<file path="src/rtl/rtpd_pkg.sv">
// Shared constants, codes and command types of the RTP H.264/H.265 depacketizer.
`timescale 1ns / 1ps

package rtpd_pkg;

  // Buffer and framing sizes.
  localparam int unsigned BUF_BYTES        = 262144;
  localparam int unsigned RTP_HEADER_BYTES = 12;
  localparam int unsigned START_CODE_BYTES = 4;

  // Widths derived from the buffer size; the cursor must hold BUF_BYTES itself.
  localparam int unsigned CUR_W  = $clog2(BUF_BYTES + 1);
  localparam int unsigned ADDR_W = $clog2(BUF_BYTES);

  // Fixed widths of the result length and the datagram position.
  localparam int unsigned LEN_W = 19;
  localparam int unsigned POS_W = 19;
  localparam logic [POS_W-1:0] POS_MAX = '1;

  // Queue depths.
  localparam int unsigned CQ_DEPTH = 4;
  localparam int unsigned OQ_DEPTH = 4;

  // NAL unit type codes.
  localparam logic [4:0] AVC_TYPE_SPS  = 5'd7;
  localparam logic [4:0] AVC_TYPE_FU   = 5'd28;
  localparam logic [5:0] HEVC_TYPE_VPS = 6'd32;
  localparam logic [5:0] HEVC_TYPE_FU  = 6'd49;

  // Masks used to rebuild fragmented NAL headers and to spot an RTP header.
  localparam logic [7:0] AVC_HDR_MASK    = 8'hE0;
  localparam logic [7:0] AVC_TYPE_MASK   = 8'h1F;
  localparam logic [7:0] HEVC_HDR_MASK   = 8'h81;
  localparam logic [7:0] RTP_VER_MASK    = 8'h80;
  localparam logic [7:0] RTP_CHECK_MASK  = 8'h60;

  // Result status codes.
  typedef enum logic [2:0] {
    ST_DRAIN_BYTE  = 3'd0,
    ST_DRAIN_EMPTY = 3'd1,
    ST_NOTHING     = 3'd2,
    ST_READY       = 3'd3,
    ST_HELD        = 3'd4,
    ST_DROPPED     = 3'd5
  } status_e;

  // Operation carried by one command word.
  typedef enum logic {
    OP_BYTE  = 1'b0,
    OP_DRAIN = 1'b1
  } cmd_op_e;

  // What happens at the end of a datagram.
  typedef enum logic [1:0] {
    END_NONE    = 2'd0,
    END_PLAIN   = 2'd1,
    END_SHORT   = 2'd2,
    END_RELEASE = 2'd3
  } end_e;

  // One command word from the front to the back.
  typedef struct packed {
    cmd_op_e    op;
    logic       start;
    logic [1:0] nwr;
    logic [7:0] v0;
    logic [7:0] v1;
    end_e       end_class;
    logic       pss;
  } cmd_t;

endpackage

</file>
<file path="src/rtl/rtpd_cmd_queue.sv">
// Short command queue between the front end and the back end.
`timescale 1ns / 1ps

module rtpd_cmd_queue
  import rtpd_pkg::*;
(
  input  logic clk_i,
  input  logic rst_ni,
  input  logic push_i,
  input  cmd_t cmd_i,
  output logic full_o,
  input  logic pop_i,
  output logic valid_o,
  output cmd_t cmd_o
);

  localparam int unsigned PTR_W = $clog2(CQ_DEPTH);
  localparam int unsigned CNT_W = $clog2(CQ_DEPTH + 1);

  cmd_t             slot_q [CQ_DEPTH];
  logic [PTR_W-1:0] head_q, head_d;
  logic [PTR_W-1:0] tail_q, tail_d;
  logic [CNT_W-1:0] cnt_q, cnt_d;
  logic             do_push;
  logic             do_pop;

  assign full_o  = (cnt_q == CNT_W'(CQ_DEPTH));
  assign valid_o = (cnt_q != '0);
  assign cmd_o   = slot_q[head_q];
  assign do_push = push_i && !full_o;
  assign do_pop  = pop_i && valid_o;

  // Pointer and fill count update.
  always_comb begin
    head_d = head_q;
    tail_d = tail_q;
    cnt_d  = cnt_q;
    if (do_push) begin
      tail_d = (tail_q == PTR_W'(CQ_DEPTH - 1)) ? '0 : tail_q + PTR_W'(1);
    end
    if (do_pop) begin
      head_d = (head_q == PTR_W'(CQ_DEPTH - 1)) ? '0 : head_q + PTR_W'(1);
    end
    if (do_push && !do_pop) begin
      cnt_d = cnt_q + CNT_W'(1);
    end else if (do_pop && !do_push) begin
      cnt_d = cnt_q - CNT_W'(1);
    end
  end

  always_ff @(posedge clk_i or negedge rst_ni) begin
    if (!rst_ni) begin
      head_q <= '0;
      tail_q <= '0;
      cnt_q  <= '0;
    end else begin
      head_q <= head_d;
      tail_q <= tail_d;
      cnt_q  <= cnt_d;
    end
  end

  // Command storage.
  always_ff @(posedge clk_i) begin
    if (do_push) begin
      slot_q[tail_q] <= cmd_i;
    end
  end

endmodule

</file>
<file path="config.mk">
export PLATFORM = sky130hd
export DESIGN_NAME = rtpd_cmd_queue
export DESIGN_NICKNAME = d
export VERILOG_FILES = /design/src/rtl/rtpd_pkg.sv /design/src/rtl/rtpd_cmd_queue.sv
export SDC_FILE = /design/constraint.sdc
export NUM_CORES = 1
export LEC_CHECK = 0
export BUFFER_PORTS_ARGS = -buffer_cell sky130_fd_sc_hd__buf_2
export CAP_MARGIN = 40
export CORE_MARGIN = 1
export CORE_UTILIZATION = 51
export DETAILED_ROUTE_END_ITERATION = 16
export PLACE_DENSITY = 0.75
export SETUP_SLACK_MARGIN = 0.3
export SLEW_MARGIN = 25
export SYNTH_ARGS = -nofsm -noshare
export SYNTH_HDL_FRONTEND = slang
export SYNTH_SLANG_ARGS = --single-unit
</file>
<file path="constraint.sdc">
create_clock -name clk_i -period 2.1 [get_ports clk_i]
set_input_delay 0.63 -clock clk_i [delete_from_list [all_inputs] [get_ports clk_i]]
set_output_delay 0.63 -clock clk_i [all_outputs]
set_load 0.01 [all_outputs]
</file>
Word level (Yosys, flattened, before mapping)
Memory sizes are Yosys's and may differ from the RTL's.
Cells that the tools add are included.
Cells by class
  mux-type cells: 6
  $lt $le $gt $ge: 0
  $mul: 0
  eq/ne operators: 3
  add/subtract/negate cells: 4
  div/mod/pow operators: 0
  shift-type cells: 0
  reduce and logical (&&, ||, !) cells: 9
  bitwise logic cells: 0
Operator list (count)
  two-way mux 3 bit: 2
  adder 2 x 1 -> 2 bit, second input constant: 2
  equality test 2 bit, second input constant: 2
  logical AND 1 bit: 4
  two-way mux 2 bit: 2
  adder 3 x 1 -> 3 bit, second input constant: 1
  equality test 3 bit, second input constant: 1
  zero test 1 bit: 3
  nonzero test 3 bit: 1
  subtractor 3 x 1 -> 3 bit, second input constant: 1
  two-way mux 1 bit: 2
  nonzero test 2 bit: 1
Word-level totals
  flip-flop bits (word level): 7
  input bits: 27
  bits in latches: 0
  bits in writable memories: 92
  memories: 1
  word-level logic and storage cells: 26
  bits in read-only memories: 0
  output and inout bits: 25
Memories
  slot_q: depth 4, bits a word 23, rd ports 1, clocked after memory_dff 0, wr ports 1, line rtpd_cmd_queue.sv:20  | cmd_t slot_q [CQ_DEPTH];

Depth between registers and ports, before layout
  word-level depth: 7
  gate-level depth with buffers: 9
  mapped depth without buffers: 8

Worst setup path after synthesis
OpenSTA, ideal clock, no wires.
  kind: register to register
  start: register cnt_q[0]
  end: register cnt_q[2]
  required time: 2.021 ns
  arrival: 1.951 ns
  cell stages (with the launch flop): 9
  clock period less this slack: 2.030 ns
  slack: 0.070 ns
  buffers on the path: 0
  library setup time: 0.079 ns
  path through: dfrtp_1 > or3_4 > nand2_4 > ha_1 > inv_1 > fa_1 > xor2_1 > nor2_1 > xor2_1
On the way
  elaborated cells on any way between the ends: 14
  those cells by class: 2 x add/sub; 1 x eq/ne; 2 x mux; 9 x reduce/logical
RTL lines
  start: declaration: line rtpd_cmd_queue.sv:23  | logic [CNT_W-1:0] cnt_q, cnt_d;
  start signal: assignment: line rtpd_cmd_queue.sv:59  | cnt_q <= cnt_d;
  nonzero test 3 bit *: line rtpd_cmd_queue.sv:28  | assign valid_o = (cnt_q != '0);
  via valid_o: line rtpd_cmd_queue.sv:13  | output logic valid_o,
  logical AND 1 bit *: line rtpd_cmd_queue.sv:31  | assign do_pop = pop_i && valid_o;
  zero test 1 bit: line rtpd_cmd_queue.sv:44  | if (do_push && !do_pop) begin
  logical AND 1 bit: line rtpd_cmd_queue.sv:44
  two-way mux 3 bit / nonzero test 2 bit (equally long branches)
Mark *: on every way through the listed nets, which the timed path passes. The rest lies on a longest branch. The select of a mux whose other input is x is not followed.
A chain may end at the register's enable or synchronous reset.

==> impl_metrics.py <==
metrics = {
    "power": {
        "power.total_uw": 6759,
        "vdd_drop_max_mv": 0.7254,
        "static-leakage-power_uw": 0.001759,
        "power_density_nw_per_um2": 1395,
    },
    "logic_synthesis": {
        "yosys-top-cells-area": "edfxtp_1 72%, mux4_2 11%, dfrtp_1 4.6%",
        "syn_area_sq_um": 3830,
        "yosys.area.top_type_share_pct": 72.13,
        "syn_inst": 158,
        "syn_nets": 192,
        "synth_fa_ha_area_share_pct": 2.483,
        "synth.distinct_cells": 19,
        "yosysSeqAreaShare_pct": 76.71,
        "synth_warnings": 0,
        "synth_compound_area_share_pct": 0,
        "avgSynthCellArea_sq_um": 24.24,
        "synth.area.mux_share_pct": 15.88,
        "synth.largest_area_cell": "edfxtp_1",
        "synth_top_family_by_area": "multiplexers",
        "synth_xor_area_share_pct": 0.6861,
        "synth-simple-area-share_pct": 2.385,
        "ys_ff_latch": 99,
    },
    "detailed_routing": {
        "wl_per_cell_um": 19.07,
        "drcViolationCount": 0,
        "detail_route.first_pass.iterations": 4,
        "drt_iter0_drc": 120,
        "via_per_inst": 5.251,
        "finalWirelength_mm": 6.616,
        "vias": 1822,
        "final_antenna_net_count": 0,
    },
    "critical_path": {
        "crit_arrival_ns": 1.67,
        "start_kind": "flop",
        "end_kind": "primary output",
        "slowest_stage": "mux4_2",
        "required_ns": 1.47,
        "crit_buf_inv": 3,
        "path_class": "reg2out",
        "cp_slowest_stage_delay_ns": 0.51,
        "path_cells": "buf_12 > buf_16 > mux4_2 > buf_6",
        "path_max_fanout": 7,
        "cp_top_family": "multiplexers",
    },
    "sta": {
        "finalWorstSetupSlack_ns": -0.2040,
        "min_period_ns": 2.304,
        "slew_headroom_pct": 85.07,
        "setup_violations": 23,
        "report.final.hold_viol_count": 0,
        "maxSlewViolCount": 0,
        "timing.fmax_ghz": 0.4340,
        "fin_crit_sh_pct": 109.7,
        "rsz0062_at_grt": "yes",
        "finalClockSkew_ns": 0.007956,
        "tightest_slew_ns": 0.2240,
    },
    "clock_network": {
        "h-tree-depth": 3,
        "tritoncts": "built",
        "worstSkewPairLatency_ns": 0.34,
        "clock-root-buffer": "clkbuf_8",
        "cts_hold_buf": 0,
        "clock-sinks": 99,
        "clockBufferDepth": 2,
        "clkTransAtPathRegs_ns": 0.09,
        "numCtsBuffers": 9,
    },
    "floorplanning": {
        "die_y_um": 88.66,
        "start_util_pct": 52.80,
        "row_count": 31,
        "floorplan.die_area_sq_um": 7861,
        "core-area_sq_um": 7253,
        "ios": 52,
        "die_w_um": 88.66,
    },
    "placement": {
        "io_buffers": 51,
        "dp.cells": 314,
        "hpwl_mm": 4.006,
        "gp_congestion": 0.6344,
        "pre_cts_slack_ns": 0.1420,
    },
    "global_routing": {
        "grt_pass1_vias": 1894,
        "grt_usage_pct": 17.36,
        "grt_antenna_before_repair": 0,
        "gr-total-overflow": 0,
        "met3_usage_pct": 3.545,
        "grt_pass1_wl_mm": 9.570,
        "grtUsageMet2_pct": 28.74,
        "grt_use_met1_pct": 22.26,
        "grt_max_degree": 21,
        "grt_busiest_layer": "met2",
    },
    "finish": {
        "area_delta_synth_final_pct": 26.53,
        "nFillCells": 493,
        "nets": 278,
        "layout-drive-gt1-share_pct": 54.84,
        "n_antenna_cell": 0,
        "stdcell_count": 347,
    },
    "run_status": {
        "outcome": "finished, violations left",
        "violations": "negative setup slack",
    },
    "hold_path": {
        "min_path_type": "in2async",
    },
    "run": {
        "maxCapViolCount": 0,
    },
}
==> cell type report <==
cell class / count / area [sq um] / area share, %
flip-flops and latches: 99 / 2940 / 60.68
multi-input cells: 49 / 823.3 / 16.99
repair buffers: 82 / 740.7 / 15.29
clock buffers: 10 / 127.6 / 2.634
well taps: 99 / 123.9 / 2.556
clock inverters: 5 / 78.83 / 1.627
inverters: 3 / 11.26 / 0.2324
==> Yosys cell counts <==
cell,count
dfrtp_1,7
ha_1,6
mux4_1,5
nor2b_2,1
mux2_4,4
or3_4,1
nor2_1,3
mux2_2,1
buf_2,3
xnor2_1,1
fa_1,1
nand2_4,1
xor2_1,2
edfxtp_1,92
and2_2,4
inv_1,3
mux4_2,18
nor3b_4,1
buf_6,4
==> repair_timing <==
item / 4_1_cts / 5_1_grt
gates resized for setup: 14 / 15
setup endpoints to repair: 27 / 116
pin swaps: 6 / 3
buffers inserted: 7 / 6
cloned: 1 / 4
==> metrics by stage <==
stage / TNS [ns] / hold WS (ns) / util, % / area (sq um)
after global placement: 0 / 0.4811 / 59.63 / 4325
after global routing: -5.312 / 0.1011 / 66.81 / 4846
after CTS: -4.113 / 0.09956 / 63.95 / 4638
after floorplan: 0 / 0.3344 / - / 3850
final: -3.737 / 0.1088 / 66.81 / 4846
after detailed placement: 0 / 0.4829 / 59.63 / 4325
==> final timing paths <==
check	end	slack, ns	cells past startpoint	start
min in group clk_i	slot_q[3][1]$_DFFE_PP_	0.50	1	cmd_i[1]
worst max-delay path	cmd_o[18]	-0.20	4	head_q[0]$_DFFE_PN0P_
max in group asynchronous	head_q[0]$_DFFE_PN0P_	1.81	1	rst_ni
worst min-delay path	cnt_q[0]$_DFFE_PN0P_	0.11	1	rst_ni
worst max register to register	cnt_q[2]$_DFFE_PN0P_	0.17	8	cnt_q[1]$_DFFE_PN0P_
worst min register to register	tail_q[1]$_DFFE_PN0P_	0.61	1	tail_q[1]$_DFFE_PN0P_
==> logic make-up (layout without fill, tap and decap cells) <==
group	count (synthesis)	in the layout
XOR/XNOR	3	3
adder cells (fa/ha/maj)	7	7
buffers and inverters	10	100
flip-flops	99	99
multiplexers	28	28
AND/OR/NAND/NOR	11	11
==> cells in the final DEF, fill, tap and decap left out <==
cell        instances
inv_2               1
dfrtp_1             5
buf_16              1
clkbuf_8            9
clkbuf_1            1
clkbuf_16           3
nor2b_2             1
buf_4              13
nor2_1              3
xor2_1              2
edfxtp_1           92
buf_6              20
buf_2              39
buf_12              6
dfrtp_2             2
inv_1               2
mux2_4              5
nor3b_4             1
fa_2                1
or3_4               1
bufinv_16           2
mux4_2             23
xnor2_1             1
clkinv_1            1
and2_4              2
nand2_4             1
ha_4                1
and2_2              2
clkinvlp_4          2
ha_1                5
==> metal layers <==
metal	part of all wire [%]	routed length, um	up-vias
met3	2.6	175	7
li1	-	-	823
met4	1.1	76	0
met5	0	0	-
met1	44	2911	945
met2	52	3452	47
==> flip-flops by register name, indices dropped and copies added (netlist names) <==
signal,cells
cnt_q,3
head_q,2
tail_q,2
slot_q,92
==> power breakdown <==
part | switching (uW) | total (uW) | internal, uW | leakage (uW)
Sequential | 152 | 2770 | 2620 | 0.000923
Clock | 598 | 1260 | 661 | 0.0000960
Combinational | 1140 | 2730 | 1590 | 0.000740
Total | 1890 | 6760 | 4870 | 0.00176
Power figures use the tool's default switching activity.
