### config.mk
export PLATFORM = sky130hd
export DESIGN_NAME = rtpd_front
export DESIGN_NICKNAME = d
export VERILOG_FILES = /design/src/rtl/rtpd_pkg.sv /design/src/rtl/rtpd_front.sv
export SDC_FILE = /design/constraint.sdc
export NUM_CORES = 1
export LEC_CHECK = 0
export ABC_CLOCK_PERIOD_IN_PS = 7100
export BUFFER_PORTS_ARGS = -buffer_cell sky130_fd_sc_hd__buf_4
export CORE_ASPECT_RATIO = 1.2
export CORE_MARGIN = 2
export CORE_UTILIZATION = 59
export DETAILED_ROUTE_END_ITERATION = 10
export PLACE_DENSITY_LB_ADDON = 0.1
export SKIP_LAST_GASP = 1
export SYNTH_ARGS = -nofsm -noshare
export SYNTH_HDL_FRONTEND = slang
export SYNTH_SLANG_ARGS = --single-unit
### constraint.sdc
create_clock -name clk_i -period 7.1 [get_ports clk_i]
set_input_delay 1.775 -clock clk_i [delete_from_list [all_inputs] [get_ports clk_i]]
set_output_delay 1.775 -clock clk_i [all_outputs]
set_load 0.05 [all_outputs]
### src/rtl/rtpd_pkg.sv
// Shared constants, codes and command types of the RTP H.264/H.265 depacketizer.
`timescale 1ns / 1ps

package rtpd_pkg;

  // Buffer and framing sizes.
  localparam int unsigned BUF_BYTES        = 262144;
  localparam int unsigned RTP_HEADER_BYTES = 12;
  localparam int unsigned START_CODE_BYTES = 4;

  // Widths derived from the buffer size; the cursor must hold BUF_BYTES itself.
  localparam int unsigned CUR_W  = $clog2(BUF_BYTES + 1);
  localparam int unsigned ADDR_W = $clog2(BUF_BYTES);

  // Fixed widths of the result length and the datagram position.
  localparam int unsigned LEN_W = 19;
  localparam int unsigned POS_W = 19;
  localparam logic [POS_W-1:0] POS_MAX = '1;

  // Queue depths.
  localparam int unsigned CQ_DEPTH = 4;
  localparam int unsigned OQ_DEPTH = 4;

  // NAL unit type codes.
  localparam logic [4:0] AVC_TYPE_SPS  = 5'd7;
  localparam logic [4:0] AVC_TYPE_FU   = 5'd28;
  localparam logic [5:0] HEVC_TYPE_VPS = 6'd32;
  localparam logic [5:0] HEVC_TYPE_FU  = 6'd49;

  // Masks used to rebuild fragmented NAL headers and to spot an RTP header.
  localparam logic [7:0] AVC_HDR_MASK    = 8'hE0;
  localparam logic [7:0] AVC_TYPE_MASK   = 8'h1F;
  localparam logic [7:0] HEVC_HDR_MASK   = 8'h81;
  localparam logic [7:0] RTP_VER_MASK    = 8'h80;
  localparam logic [7:0] RTP_CHECK_MASK  = 8'h60;

  // Result status codes.
  typedef enum logic [2:0] {
    ST_DRAIN_BYTE  = 3'd0,
    ST_DRAIN_EMPTY = 3'd1,
    ST_NOTHING     = 3'd2,
    ST_READY       = 3'd3,
    ST_HELD        = 3'd4,
    ST_DROPPED     = 3'd5
  } status_e;

  // Operation carried by one command word.
  typedef enum logic {
    OP_BYTE  = 1'b0,
    OP_DRAIN = 1'b1
  } cmd_op_e;

  // What happens at the end of a datagram.
  typedef enum logic [1:0] {
    END_NONE    = 2'd0,
    END_PLAIN   = 2'd1,
    END_SHORT   = 2'd2,
    END_RELEASE = 2'd3
  } end_e;

  // One command word from the front to the back.
  typedef struct packed {
    cmd_op_e    op;
    logic       start;
    logic [1:0] nwr;
    logic [7:0] v0;
    logic [7:0] v1;
    end_e       end_class;
    logic       pss;
  } cmd_t;

endpackage

### src/rtl/rtpd_front.sv
// Front end: tracks datagram position and packet type and turns each word into a command.
`timescale 1ns / 1ps

module rtpd_front
  import rtpd_pkg::*;
(
  input  logic       clk_i,
  input  logic       rst_ni,
  input  logic       push_i,
  input  logic       full_i,
  input  logic       opcode_i,
  input  logic [7:0] byte_in_i,
  input  logic       datagram_end_i,
  output logic       cmd_push_o,
  output cmd_t       cmd_o
);

  localparam int unsigned PL_W = POS_W + 1;

  typedef enum logic [1:0] {
    KIND_SINGLE  = 2'd0,
    KIND_AVC_FU  = 2'd1,
    KIND_HEVC_FU = 2'd2
  } kind_e;

  logic [POS_W-1:0] pos_q, pos_d;
  logic             hdr_on_q, hdr_on_d;
  logic [7:0]       held0_q, held0_d;
  logic [7:0]       held1_q, held1_d;
  kind_e            kind_q, kind_d;
  logic [1:0]       flags_q, flags_d;
  logic             pss_q, pss_d;

  logic             p0_en;
  logic [7:0]       p0_byte;
  logic             pn_en;
  logic [POS_W-1:0] pn_idx;
  logic [PL_W-1:0]  count;
  logic [PL_W-1:0]  hdr_len;
  logic [PL_W-1:0]  plen;
  logic             is_short;
  logic             rel_nal;
  logic             accept_data;
  cmd_t             cmd;

  // Append one store write to a command.
  function automatic cmd_t add_write(cmd_t c, logic [7:0] v);
    cmd_t r;
    r = c;
    if (c.nwr == 2'd0) begin
      r.v0  = v;
      r.nwr = 2'd1;
    end else begin
      r.v1  = v;
      r.nwr = 2'd2;
    end
    return r;
  endfunction

  // Classify the word and build its command.
  always_comb begin
    pos_d    = pos_q;
    hdr_on_d = hdr_on_q;
    held0_d  = held0_q;
    held1_d  = held1_q;
    kind_d   = kind_q;
    flags_d  = flags_q;
    pss_d    = pss_q;
    p0_en    = 1'b0;
    p0_byte  = byte_in_i;
    pn_en    = 1'b0;
    pn_idx   = '0;
    count    = '0;
    hdr_len  = '0;
    plen     = '0;
    is_short = 1'b0;
    rel_nal  = 1'b0;
    cmd           = '0;
    cmd.op        = OP_BYTE;
    cmd.end_class = END_NONE;

    if (opcode_i == OP_DRAIN) begin
      cmd.op = OP_DRAIN;
    end else begin
      // Decide which payload byte, if any, this datagram word is.
      if (pos_q == '0) begin
        held0_d  = byte_in_i;
        hdr_on_d = 1'b0;
        p0_en    = datagram_end_i;
      end else if (pos_q == POS_W'(1)) begin
        hdr_on_d = ((held0_q & RTP_VER_MASK) != '0) && ((byte_in_i & RTP_CHECK_MASK) != '0);
        if (!hdr_on_d) begin
          p0_en   = 1'b1;
          p0_byte = held0_q;
          pn_en   = 1'b1;
          pn_idx  = POS_W'(1);
        end
      end else if (hdr_on_q) begin
        if (pos_q == POS_W'(RTP_HEADER_BYTES)) begin
          p0_en = 1'b1;
        end else if (pos_q > POS_W'(RTP_HEADER_BYTES)) begin
          pn_en  = 1'b1;
          pn_idx = pos_q - POS_W'(RTP_HEADER_BYTES);
        end
      end else begin
        pn_en  = 1'b1;
        pn_idx = pos_q;
      end

      // First payload byte: the NAL header or the FU indicator.
      if (p0_en) begin
        held0_d = p0_byte;
        if (((p0_byte & AVC_TYPE_MASK) == {3'b000, AVC_TYPE_SPS}) ||
            (p0_byte[6:1] == HEVC_TYPE_VPS)) begin
          pss_d = 1'b1;
        end
        if ((p0_byte & AVC_TYPE_MASK) == {3'b000, AVC_TYPE_FU}) begin
          kind_d = KIND_AVC_FU;
        end else if (p0_byte[6:1] == HEVC_TYPE_FU) begin
          kind_d = KIND_HEVC_FU;
        end else begin
          kind_d    = KIND_SINGLE;
          cmd.start = 1'b1;
          cmd       = add_write(cmd, p0_byte);
        end
      end

      // Later payload bytes: FU headers, the second H.265 header byte, or data.
      if (pn_en) begin
        if (pn_idx == POS_W'(1)) begin
          held1_d = byte_in_i;
          case (kind_d)
            KIND_AVC_FU: begin
              flags_d = {byte_in_i[7], byte_in_i[6]};
              if (byte_in_i[7]) begin
                cmd.start = 1'b1;
                cmd = add_write(cmd, (held0_d & AVC_HDR_MASK) | (byte_in_i & AVC_TYPE_MASK));
              end
            end
            KIND_HEVC_FU: begin
              flags_d = flags_q;
            end
            default: begin
              cmd = add_write(cmd, byte_in_i);
            end
          endcase
        end else if ((pn_idx == POS_W'(2)) && (kind_d == KIND_HEVC_FU)) begin
          flags_d = {byte_in_i[7], byte_in_i[6]};
          if (byte_in_i[7]) begin
            cmd.start = 1'b1;
            cmd = add_write(cmd, (held0_d & HEVC_HDR_MASK) | {1'b0, byte_in_i[5:0], 1'b0});
            cmd = add_write(cmd, held1_d);
          end
        end else begin
          cmd = add_write(cmd, byte_in_i);
        end
      end

      if (pos_q < POS_MAX) begin
        pos_d = pos_q + POS_W'(1);
      end

      // Classify the end of the datagram, then start over.
      if (datagram_end_i) begin
        count   = PL_W'(pos_q) + PL_W'(1);
        hdr_len = hdr_on_d ? PL_W'(RTP_HEADER_BYTES) : '0;
        plen    = (count > hdr_len) ? (count - hdr_len) : '0;
        is_short = (plen == '0) ||
                   ((kind_d == KIND_AVC_FU) && (plen < PL_W'(2))) ||
                   ((kind_d == KIND_HEVC_FU) && (plen < PL_W'(3)));
        rel_nal  = (kind_d == KIND_SINGLE) || (!flags_d[1] && flags_d[0]);
        if (is_short) begin
          cmd.end_class = END_SHORT;
        end else if (rel_nal) begin
          cmd.end_class = END_RELEASE;
        end else begin
          cmd.end_class = END_PLAIN;
        end
        cmd.pss  = pss_d;
        pos_d    = '0;
        kind_d   = KIND_SINGLE;
        flags_d  = 2'b00;
        hdr_on_d = 1'b0;
      end
    end
  end

  // A word that changes nothing downstream is not queued.
  assign accept_data = push_i && !full_i && (opcode_i == OP_BYTE);
  assign cmd_push_o  = push_i && !full_i &&
                       ((cmd.op == OP_DRAIN) || cmd.start || (cmd.nwr != 2'd0) ||
                        (cmd.end_class != END_NONE));
  assign cmd_o = cmd;

  // Datagram tracking state.
  always_ff @(posedge clk_i or negedge rst_ni) begin
    if (!rst_ni) begin
      pos_q    <= '0;
      hdr_on_q <= 1'b0;
      held0_q  <= '0;
      held1_q  <= '0;
      kind_q   <= KIND_SINGLE;
      flags_q  <= 2'b00;
      pss_q    <= 1'b0;
    end else if (accept_data) begin
      pos_q    <= pos_d;
      hdr_on_q <= hdr_on_d;
      held0_q  <= held0_d;
      held1_q  <= held1_d;
      kind_q   <= kind_d;
      flags_q  <= flags_d;
      pss_q    <= pss_d;
    end
  end

endmodule

* Yosys cells after proc, flatten, opt, wreduce, memory -nomap -nowiden *
Index checks and enable logic that the tools add are counted.

storage, ports and cells
  register bits = 41
  output and inout port bits = 24
  word-level logic and storage cells = 138

cells by class
  $add $sub $neg = 4
  magnitude comparators = 5
  eq/ne operators = 10
  muxes and demuxes = 77
  bitwise gates (word level) = 3
  reductions and logical operators = 31

operator list
  cell                     number
  $mux W22                 9
  $mux W19                 8
  $mux W8                  15
  $pmux W22 S2             1
  $lt A20 B2 Y1 const B    2
  $mux W2                  20
  $eq A19 B1 Y1 const B    2
  $mux W23                 1
  $add A19 B1 Y20 const B  1
  $gt A20 B4 Y1            1
  $logic_not A20 Y1        1
  $mux W1                  20
  $mux W20                 1
  $sub A20 B4 Y20          1
  $add A19 B1 Y19 const B  1
  $eq A19 B2 Y1 const B    1
  $eq A19 B4 Y1 const B    1
  $gt A19 B4 Y1 const B    1
  $logic_not A19 Y1        1
  $lt A19 B19 Y1 const B   1
  $sub A19 B4 Y19 const B  1
  $eq A6 B6 Y1 const B     2
  $logic_and A1 B1 Y1      8
  $or A8 B5 Y8             1
  17 further kinds         29

* Logic depth before layout (Yosys ltp) *
Gate-level depths: netlist of the first run.

  depth in word-level cells = 30
  depth in mapped cells = 19
  depth with buffers taken out = 17

* Least setup slack after synthesis of the first run *
Ideal clock, no wire load.

  path type = in2out
  start point = in byte_in_i[5]
  end point = out cmd_o[20] (netlist name)
  data arrival time = 5.554 ns
  data required time = 5.325 ns
  setup slack = -0.229 ns
  stages = 12
  buffers on the path = 2
  cell sequence = o21a_1 > or3_1 > nor2_1 > clkbuf_1 > o21ai_0 > mux2i_1 > inv_1 > ha_1 > clkbuf_1 > nor3_1 > nor3_1 > a211oi_1

RTL lines
  what             RTL line          source
  start, declared  rtpd_front.sv:12  input logic [7:0] byte_in_i,
  end, declared    rtpd_front.sv:15  output cmd_t cmd_o

==> flow_summary.ini, run 1 <==
[run_status]
status = finished, final reports clean

[setup_path]
crit_required_ns = 5.33
timing.rr.end = flags_q[1]
critPathLaunchType = input pin
end_kind = primary output
crit_fanout = 6
worstSetupPathType = in2out
r2r_slack_ns = 3.27
r2r_cells = 14
regToRegStartpoint = pos_q[2]
critical_path_arrival_ns = 4.98

[worst_hold_path]
whs_path_depth = 2
hp-class = reg2reg
hold_start = pss_q
holdPathEnd = pss_q

[global_routing]
overflow = 0
grt_pass1_wl_um = 23300
first_global_vias = 4621
antenna_found_initial = 0
grt_max_degree = 42
grt.total_usage_pct = 37.4

[place]
place_area_um2 = 4630
dp_hpwl_um = 10800
dp_slack_ns = 0.422
gp_congestion = 1.00
io_buffers = 37
dp.cells = 668

[pwr]
pwr-share-comb_pct = 54.6
p_sw_share_pct = 47.9
pwr-share-clk_pct = 15.9
p_int_uw = 585
leakage_nw = 1.99
cellPowerDensity_nw_per_um2 = 237
ir_drop_mv = 0.124
p_seq_share_pct = 29.5
power.total_mw = 1.12
p_switching_uw = 538

[yosys]
synth-seq-cells = 41
seq_area_frac_synth_pct = 24.0
netlist_area_um2 = 4270
synth_fp_nets = 598
post-synth-top-area-fraction_pct = 24.0
syn_inst = 570
ys.flop_type = dfrtp_1
ys_types = 76
synthArstFlopShare_pct = 100
synth_top_cells_by_area = dfrtp_1 (24%), nand2_1 (5.8%), o21ai_0 (5.5%), nor2_1 (4.7%), mux2_2 (4.0%)
yosys.area.top_type = dfrtp_1
yosysWarnings = 0
postSynthAreaPerCell_um2 = 7.49
synth_edf_count = 0

[final_layout]
fillers = 610
nets = 616
syn2layout_area_growth_pct = 10.9
drive_gt1_share_pct = 16.3
antenna_cells = 0
stdcell_area_um2 = 4740
final_cells = 676
final_util_pct = 68.3

[floorplan]
initial_utilization_pct = 61.5
design.die.area_um2 = 7930
die_h_um = 97.2
ios = 38
die_w_um = 81.7
coreArea_um2 = 6940
rows = 33

[route]
wl_um = 14300
drtPass1Iterations = 5
top_layer_used = met4
route.detailed.drc = 0
wl_per_cell_um = 21.1
viasPerCell = 6.96
met2_length_um = 7270
dr.first_iter.drc_count = 351
wl_met3_um = 823
vias = 4704
drtAntennaViolNets = 0
wl_met1_um = 5450

[clock_tree]
clkTransAtPathRegs_ns = 0.08
h-tree-depth = 2
root_buffer = clkbuf_8
clock_latency_ns = 0.31
clockBufferDepth = 2
ctsResizeCount = 0
cts_tree = built
clock_sinks = 41
postCtsSetupRepairBufs = 0
cts-hold-fix-buffers = 0
cts-buffers-inserted = 5

[sta]
drv_slew = 0
finalSetupTns_ns = 0
fmax_mhz = 148
fin_skew_ns = 0.0155
finalSetupViolations = 0
period_minus_slack_ns = 6.76
maxSlewHeadroom_pct = 13.9
finalHoldViolCount = 0
fin_ws_ns = 0.343
fin_crit_sh_pct = 95.2
rsz0062_at_grt = no
worst_pin_slew_ns = 1.28
hold-worst-slack_ns = 0.507

[flow_run]
cap_violations = 0
## worst max-delay path: stages
cell and delay [ns]:
buf_4 0.14, o21a_1 0.24, or3_1 0.38, nor2_1 0.27
o21ai_0 0.16, mux2i_1 0.33, ha_1 0.23, inv_1 0.10
a21oi_1 0.17, o221ai_1 0.17, nor3b_1 0.21, nand4b_1 0.12
o32a_1 0.24, a41oi_2 0.22, buf_4 0.22
## per-layer routing
layer  vias up  track usage, %
li1       2173               -
met1      2252            43.7
met2       226            65.6
met3        53            4.00
met4         0            19.4
met5         -               0
## synthesized netlist by cell type (3+ instances only)
| master | number |
|---|---|
| a2111oi_0 | 3 |
| a211oi_1 | 5 |
| a21o_1 | 6 |
| a21oi_1 | 27 |
| a22o_1 | 4 |
| a22oi_1 | 6 |
| a2bb2oi_1 | 3 |
| a31oi_1 | 11 |
| a32oi_1 | 3 |
| a41oi_1 | 3 |
| and2_1 | 4 |
| and3_1 | 6 |
| and3b_1 | 3 |
| and4_1 | 3 |
| buf_2 | 8 |
| clkbuf_1 | 31 |
| dfrtp_1 | 41 |
| ha_1 | 13 |
| inv_1 | 22 |
| mux2_2 | 15 |
| mux2i_1 | 6 |
| nand2_1 | 66 |
| nand2b_1 | 5 |
| nand3_1 | 27 |
| nand3b_1 | 3 |
| nand4_1 | 12 |
| nand4b_1 | 3 |
| nor2_1 | 53 |
| nor2b_1 | 4 |
| nor3_1 | 20 |
| nor4_1 | 12 |
| nor4_4 | 3 |
| nor4b_1 | 6 |
| o211ai_1 | 5 |
| o21a_1 | 4 |
| o21ai_0 | 47 |
| o21ai_1 | 3 |
| o31ai_1 | 10 |
| or3_1 | 7 |
| or4_1 | 4 |
| xnor2_1 | 8 |
| xor2_1 | 3 |
## area by class of cell
class | instances | area, µm² | share of cell area, %
Timing Repair Buffer | 51 | 383 | 8.08
Inverter | 23 | 86.3 | 1.82
Multi-Input combinational cell | 466 | 3030 | 63.9
Sequential cell | 41 | 1030 | 21.7
Clock buffer | 7 | 96.3 | 2.03
Tap cell | 87 | 109 | 2.30
Clock inverter | 1 | 8.76 | 0.185
## cell families (layout without fill, tap and decap cells)
kind of cell / after synthesis / after routing / synth area share [%]
AO/OA/AOI/OAI: 169 / 169 / 26.9
XOR/XNOR: 11 / 11 / 2.26
adder cells (fa/ha/maj): 14 / 14 / 4.28
buffers and inverters: 63 / 82 / 5.86
flip-flops: 41 / 41 / 24.0
multiplexers: 21 / 21 / 5.36
AND/OR/NAND/NOR: 251 / 251 / 31.3
## power by group through the flow
stage | combinational (mW) | sequential (mW) | clock (mW)
2_1_floorplan | 0.427 | 0.312 | 0
3_3_place_gp | 0.594 | 0.332 | 0
3_5_place_dp | 0.600 | 0.334 | 0
4_1_cts | 0.603 | 0.329 | 0.179
5_1_grt | 0.657 | 0.337 | 0.192
6_report | 0.613 | 0.331 | 0.179
## layout by cell type (no fill, tap or decap), types with 7 or more instances in the layout
master,netlist,layout
a21oi_1,27,26
a31oi_1,11,11
buf_4,1,51
clkbuf_8,0,7
dfrtp_1,41,41
ha_1,13,13
inv_1,22,22
mux2_2,15,15
nand2_1,66,66
nand3_1,27,27
nand4_1,12,12
nor2_1,53,53
nor3_1,20,19
nor4_1,12,11
o21ai_0,47,46
o31ai_1,10,10
or3_1,7,7
xnor2_1,8,8
## state kept, by name, indices dropped and copies added (netlist names)
| signal | cells |
|---|---|
| flags_q | 2 |
| hdr_on_q | 1 |
| held0_q | 8 |
| held1_q | 8 |
| kind_q | 2 |
| pos_q | 19 |
| pss_q | 1 |
## worst max-delay path by stage
stage	from	endpoint	slack [ns]
2_1_floorplan	byte_in_i[5]	cmd_o[9]	0.05
3_3_place_gp	byte_in_i[5]	cmd_push_o	0.46
3_5_place_dp	byte_in_i[5]	cmd_push_o	0.42
4_1_cts	byte_in_i[5]	cmd_push_o	0.42
5_1_grt	byte_in_i[5]	cmd_o[16]	0.06
6_report	byte_in_i[5]	cmd_o[2]	0.34
Note: power is estimated with default switching activity, not from simulation.
==> run 2, diff against run 1 <==
--- a/config.mk
+++ b/config.mk
@@ -12,6 +12,7 @@
 export CORE_UTILIZATION = 59
 export DETAILED_ROUTE_END_ITERATION = 10
 export PLACE_DENSITY_LB_ADDON = 0.1
+export RECOVER_POWER = 100
 export SKIP_LAST_GASP = 1
 export SYNTH_ARGS = -nofsm -noshare
 export SYNTH_HDL_FRONTEND = slang
==> run 2 against run 1 <==
Compared with the run above:
- setup slack got worse by 0.12 ns
- first-iteration DRC count is 11% higher
- largest cell class unchanged
- non-clock buffer count stayed put
- sequential cell count unchanged
- the run now ends with capacitance limit, slew limit left
- routed wire length shrank 0.14%
- highest routed layer unchanged
- sequential share of layout area up 0.37 points
- clock skew shrank 0.0023 ns
==> flow_summary.ini, run 2 (same netlist as run 1, synthesis figures left out) <==
[setup_path]
crit_fanout = 7
regToRegStartpoint = pos_q[2]
crit_required_ns = 5.33
worstSetupPathType = in2out
slowest_delay_ns = 0.40
critPathLaunchType = input pin
end_kind = primary output
r2r_slack_ns = 3.03
critical_path_arrival_ns = 5.10
crit_start = byte_in_i[5]
crit_path_frequent_cell = or3_1
cp_slowest_cell = or3_1
path_cells = buf_4, o21a_1, or3_1, nor2_1, nand2_1, o21ai_0, mux2i_1, inv_1, ha_1, nand4_1, nor3_1, a31oi_1, or3_1, a41oi_2, buf_2

[run_status]
status = finished with violations
violations = capacitance limit, slew limit

[route]
vias = 4701
wl_per_cell_um = 21.1
drtPass1Iterations = 5
dr.first_iter.drc_count = 389
viasPerCell = 6.95
route.detailed.drc = 0
drtAntennaViolNets = 0
wl_um = 14300

[clock_tree]
postCtsSetupRepairBufs = 0
root_buffer = clkbuf_8
cts-hold-fix-buffers = 0
cts-buffers-inserted = 5
h-tree-depth = 2
clock_latency_ns = 0.31
cts_tree = built
ctsResizeCount = 0
clkTransAtPathRegs_ns = 0.08
clockBufferDepth = 2
clock_sinks = 41

[pwr]
pwr-share-clk_pct = 16.1
p_sw_share_pct = 48.5
p_seq_share_pct = 30.0
pwr-share-comb_pct = 53.9
cellPowerDensity_nw_per_um2 = 238
p_switching_uw = 536
leakage_nw = 1.95
p_int_uw = 570
ir_drop_mv = 0.123

[floorplan]
initial_utilization_pct = 61.5
coreArea_um2 = 6940
design.die.area_um2 = 7930
rows = 33
die_w_um = 81.7
die_h_um = 97.2
ios = 38

[global_routing]
overflow = 0
grt_pass1_wl_um = 23300
grt_max_degree = 42
antenna_found_initial = 0
grt.total_usage_pct = 37.4
first_global_vias = 4621

[sta]
period_minus_slack_ns = 6.88
fmax_mhz = 145
rsz0062_at_grt = no
finalSetupViolations = 0
drv_slew = 62
fin_crit_sh_pct = 96.9
worst_pin_slew_ns = 2.37
finalSetupTns_ns = 0
fin_skew_ns = 0.0132
maxSlewHeadroom_pct = -58.3
finalHoldViolCount = 0

[final_layout]
reg.largest.list = pos_q: 19 flops, held0_q: 8 flops, held1_q: 8 flops
final_common_cell = nand2_1
drive_gt1_share_pct = 14.8
antenna_cells = 0
top_register = pos_q
layout_common_cells = nand2_1 (66), nor2_1 (54), o21ai_0 (47)
nets = 616
syn2layout_area_growth_pct = 9.06
fillers = 626
stdcell_area_um2 = 4660
largest_reg_flops = 19

[worst_hold_path]
hold_start = pss_q
hp-class = reg2reg

[place]
place_area_um2 = 4630
dp_hpwl_um = 10800
io_buffers = 37
gp_congestion = 1.00

[flow_run]
cap_violations = 2
run 2: cell count changes in the layout (fill, tap and decap cells not counted):
cell | previous run | this run
or2_0 | 0 | 1
nor3_1 | 19 | 20
buf_2 | 0 | 1
nor3_2 | 2 | 1
o21ai_1 | 4 | 3
clkbuf_4 | 0 | 2
o21ai_0 | 46 | 47
nor2_2 | 1 | 0
clkbuf_1 | 0 | 6
nor2_1 | 53 | 54
or2_2 | 2 | 1
clkbuf_2 | 0 | 19
buf_4 | 51 | 23
run 2: power groups by stage:
stage | logic, mW | clock network [mW] | registers (mW)
2_1_floorplan | 0.427 | 0 | 0.312
3_3_place_gp | 0.594 | 0 | 0.332
3_5_place_dp | 0.600 | 0 | 0.334
4_1_cts | 0.603 | 0.179 | 0.329
5_1_grt | 0.641 | 0.192 | 0.337
6_report | 0.596 | 0.178 | 0.332
run 2: layout make-up:
cell class,count,area (µm²),area share (%)
multi-input combinational,466,3020,64.8
sequential,41,1030,22.0
timing repair buffer,51,310,6.66
tap,87,109,2.34
clock buffer,7,96.3,2.07
inverter,23,86.3,1.85
clock inverter,1,8.76,0.188
run 2: critical path: cells and delay by family:
family          cells  cell delay [ns]
compound gates      4             0.71
fa+ha+maj           1             0.28
buf+inv             3             0.52
mux                 1             0.18
simple gates        6             1.64
run 2: worst paths after layout:
path	end	cells after the start
max	cmd_o[2]	15
min	pss_q	2
max reg2reg	held1_q[4]	10
min reg2reg	pss_q	2
max in group asynchronous	held0_q[5]	1
min in group asynchronous	pos_q[0]	1
run 2: per-stage QoR:
stage	instances	hold WS [ns]	utilization, %	setup WS (ns)	total power [mW]
floorplan	570	0.449	-	0.0461	0.739
global placement	668	0.488	66.8	0.456	0.926
detailed placement	668	0.487	66.8	0.422	0.933
CTS	676	0.508	68.3	0.421	1.11
global route	676	0.528	67.1	0.0343	1.17
finish	676	0.507	67.1	0.222	1.11
run 2: metal layers:
metal | track usage [%] | part of all wire [%] | routed length, µm | vias to the layer above
met5 | 0 | 0 | 0 | -
met1 | 43.7 | 38 | 5380 | 2221
met2 | 65.6 | 51 | 7230 | 249
met4 | 19.4 | 5.7 | 819 | 0
li1 | - | - | - | 2171
met3 | 4.00 | 5.9 | 849 | 60
==> run 3, diff against run 2 <==
--- a/config.mk
+++ b/config.mk
@@ -8,8 +8,9 @@
 export ABC_CLOCK_PERIOD_IN_PS = 7100
 export BUFFER_PORTS_ARGS = -buffer_cell sky130_fd_sc_hd__buf_4
 export CORE_ASPECT_RATIO = 1.2
-export CORE_MARGIN = 2
+export CORE_MARGIN = 1
 export CORE_UTILIZATION = 59
+export CTS_CLUSTER_SIZE = 40
 export DETAILED_ROUTE_END_ITERATION = 10
 export PLACE_DENSITY_LB_ADDON = 0.1
 export RECOVER_POWER = 100
==> constraint.sdc (replaced) <==
create_clock -name clk_i -period 7.1 [get_ports clk_i]
set_input_delay 0.71 -clock clk_i [delete_from_list [all_inputs] [get_ports clk_i]]
set_output_delay 0.71 -clock clk_i [all_outputs]
set_load 0.05 [all_outputs]
==> run 3 against run 2 <==
Compared with the run above:
- sequential power barely moved
- critical path type is now reg2out
- total power shrank 1.7%
- cell area down 2.8%
- sequential share of layout area rose by 0.63 points
- core utilization shrank 1.5 points
- sequential cell count did not move
- clock skew fell by 0.0039 ns
- non-clock buffer count is 9 lower
- the run still ends with capacitance limit, slew limit left
==> flow_summary.ini, run 3 (same netlist as run 1, synthesis figures left out) <==
[global_routing]
grt_pass1_wl_um = 22800
first_global_vias = 4517
grt.total_usage_pct = 39.0
overflow = 0
grt_max_degree = 42
antenna_found_initial = 0

[route]
wl_per_cell_um = 21.7
drtPass1Iterations = 6
viasPerCell = 7.13
dr.first_iter.drc_count = 414
route.detailed.drc = 0
drtAntennaViolNets = 0
vias = 4750
wl_um = 14400

[final_layout]
final_common_cell = nand2_1
reg.largest.list = pos_q: 19 flops, held0_q: 8 flops, held1_q: 8 flops
final_cells = 666
antenna_cells = 0
drive_gt1_share_pct = 8.81
largest_reg_flops = 19
syn2layout_area_growth_pct = 6.04
nets = 607
layout_common_cells = nand2_1 (66), nor2_1 (54), o21ai_0 (48)
top_register = pos_q

[clock_tree]
h-tree-depth = 2
ctsResizeCount = 0
cts_tree = built
cts-buffers-inserted = 5
root_buffer = clkbuf_8
cts-hold-fix-buffers = 0
clkTransAtPathRegs_ns = 0.09
postCtsSetupRepairBufs = 0
clockBufferDepth = 2
clock_latency_ns = 0.30
clock_sinks = 41

[floorplan]
die_h_um = 95.2
ios = 38
coreArea_um2 = 6900
rows = 33
die_w_um = 79.7
initial_utilization_pct = 61.9
design.die.area_um2 = 7580

[sta]
worst_pin_slew_ns = 2.54
finalSetupViolations = 0
fmax_mhz = 160
fin_crit_sh_pct = 88.2
finalSetupTns_ns = 0
maxSlewHeadroom_pct = -69.2
period_minus_slack_ns = 6.26
fin_skew_ns = 0.00935
finalHoldViolCount = 0
rsz0062_at_grt = no
drv_slew = 42
hold-worst-slack_ns = 0.497

[setup_path]
crit_required_ns = 6.39
crit_fanout = 12
critPathLaunchType = flop
worstSetupPathType = reg2out
end_kind = primary output
critical_path_arrival_ns = 5.55

[run_status]
status = finished with violations
violations = capacitance limit, slew limit

[pwr]
ir_drop_mv = 0.111
cellPowerDensity_nw_per_um2 = 240
leakage_nw = 1.83

[place]
dp_hpwl_um = 10600
dp.cells = 659
io_buffers = 37
gp_congestion = 0.945

[worst_hold_path]
hp-class = reg2reg

[flow_run]
cap_violations = 1
## run 3: changes by cell type in the layout (fill, tap and decap cells not counted), moves of 2 or more
cell / before / now
clkbuf_1: 6 / 25
clkbuf_2: 19 / 0
buf_4: 23 / 17
clkbuf_4: 2 / 0
clkbuf_8: 7 / 5
## run 3: layout make-up
type                       count  area (µm²)
clock buffer                   5        68.8
timing repair buffer          42         221
tap                           87         109
fill                         656        2370
inverter                      23        86.3
multi-input combinational    466        2980
clock inverter                 2        35.0
sequential                    41        1030
## run 3: worst paths after layout
| check | from | to | slack (ns) | cells past startpoint |
|---|---|---|---|---|
| max in group asynchronous | rst_ni | pos_q[10] | 4.47 | 1 |
| min in group asynchronous | rst_ni | held1_q[6] | 1.19 | 1 |
| hold reg to reg | kind_q[1] | kind_q[1] | 0.50 | 2 |
| hold / removal | kind_q[1] | kind_q[1] | 0.50 | 2 |
| setup / recovery | pos_q[0] | cmd_o[16] | 0.84 | 15 |
| setup reg to reg | pos_q[0] | flags_q[0] | 2.32 | 14 |
## run 3: power breakdown
part	internal [mW]	switching, mW	leakage (nW)	total [mW]
Clock	0.102	0.0909	0.0540	0.193
Sequential	0.278	0.0522	0.544	0.330
Combinational	0.178	0.385	1.23	0.563
## run 3: critical path, stage by stage (launching register included)
cell and delay, ns:
dfrtp_1 0.58, inv_1 0.12, ha_1 0.33, or3_1 0.46
nor2_1 0.50, clkbuf_1 0.38, a21oi_1 0.14, nand2_1 0.19
o21a_1 0.18, inv_1 0.08, ha_1 0.49, nor3_1 0.51
nor4b_1 0.49, o21ai_0 0.15, o22ai_1 0.17, clkbuf_1 0.49
## run 3: metrics by stage
stage | cell area [µm²] | util, % | setup slack (ns) | power [mW]
after floorplan | 4270 | - | 1.68 | 0.733
after global placement | 4540 | 65.8 | 1.86 | 0.892
after detailed placement | 4540 | 65.8 | 1.71 | 0.902
after CTS | 4640 | 67.3 | 1.38 | 1.09
after global routing | 4530 | 65.7 | 0.527 | 1.14
final | 4530 | 65.7 | 0.838 | 1.09
## run 3: metal layers
| metal | wire [µm] | global-route usage (%) |
|---|---|---|
| met1 | 5470 | 43.6 |
| met2 | 7190 | 68.9 |
| met3 | 1010 | 6.22 |
| met4 | 776 | 23.9 |
| met5 | 0 | 0 |
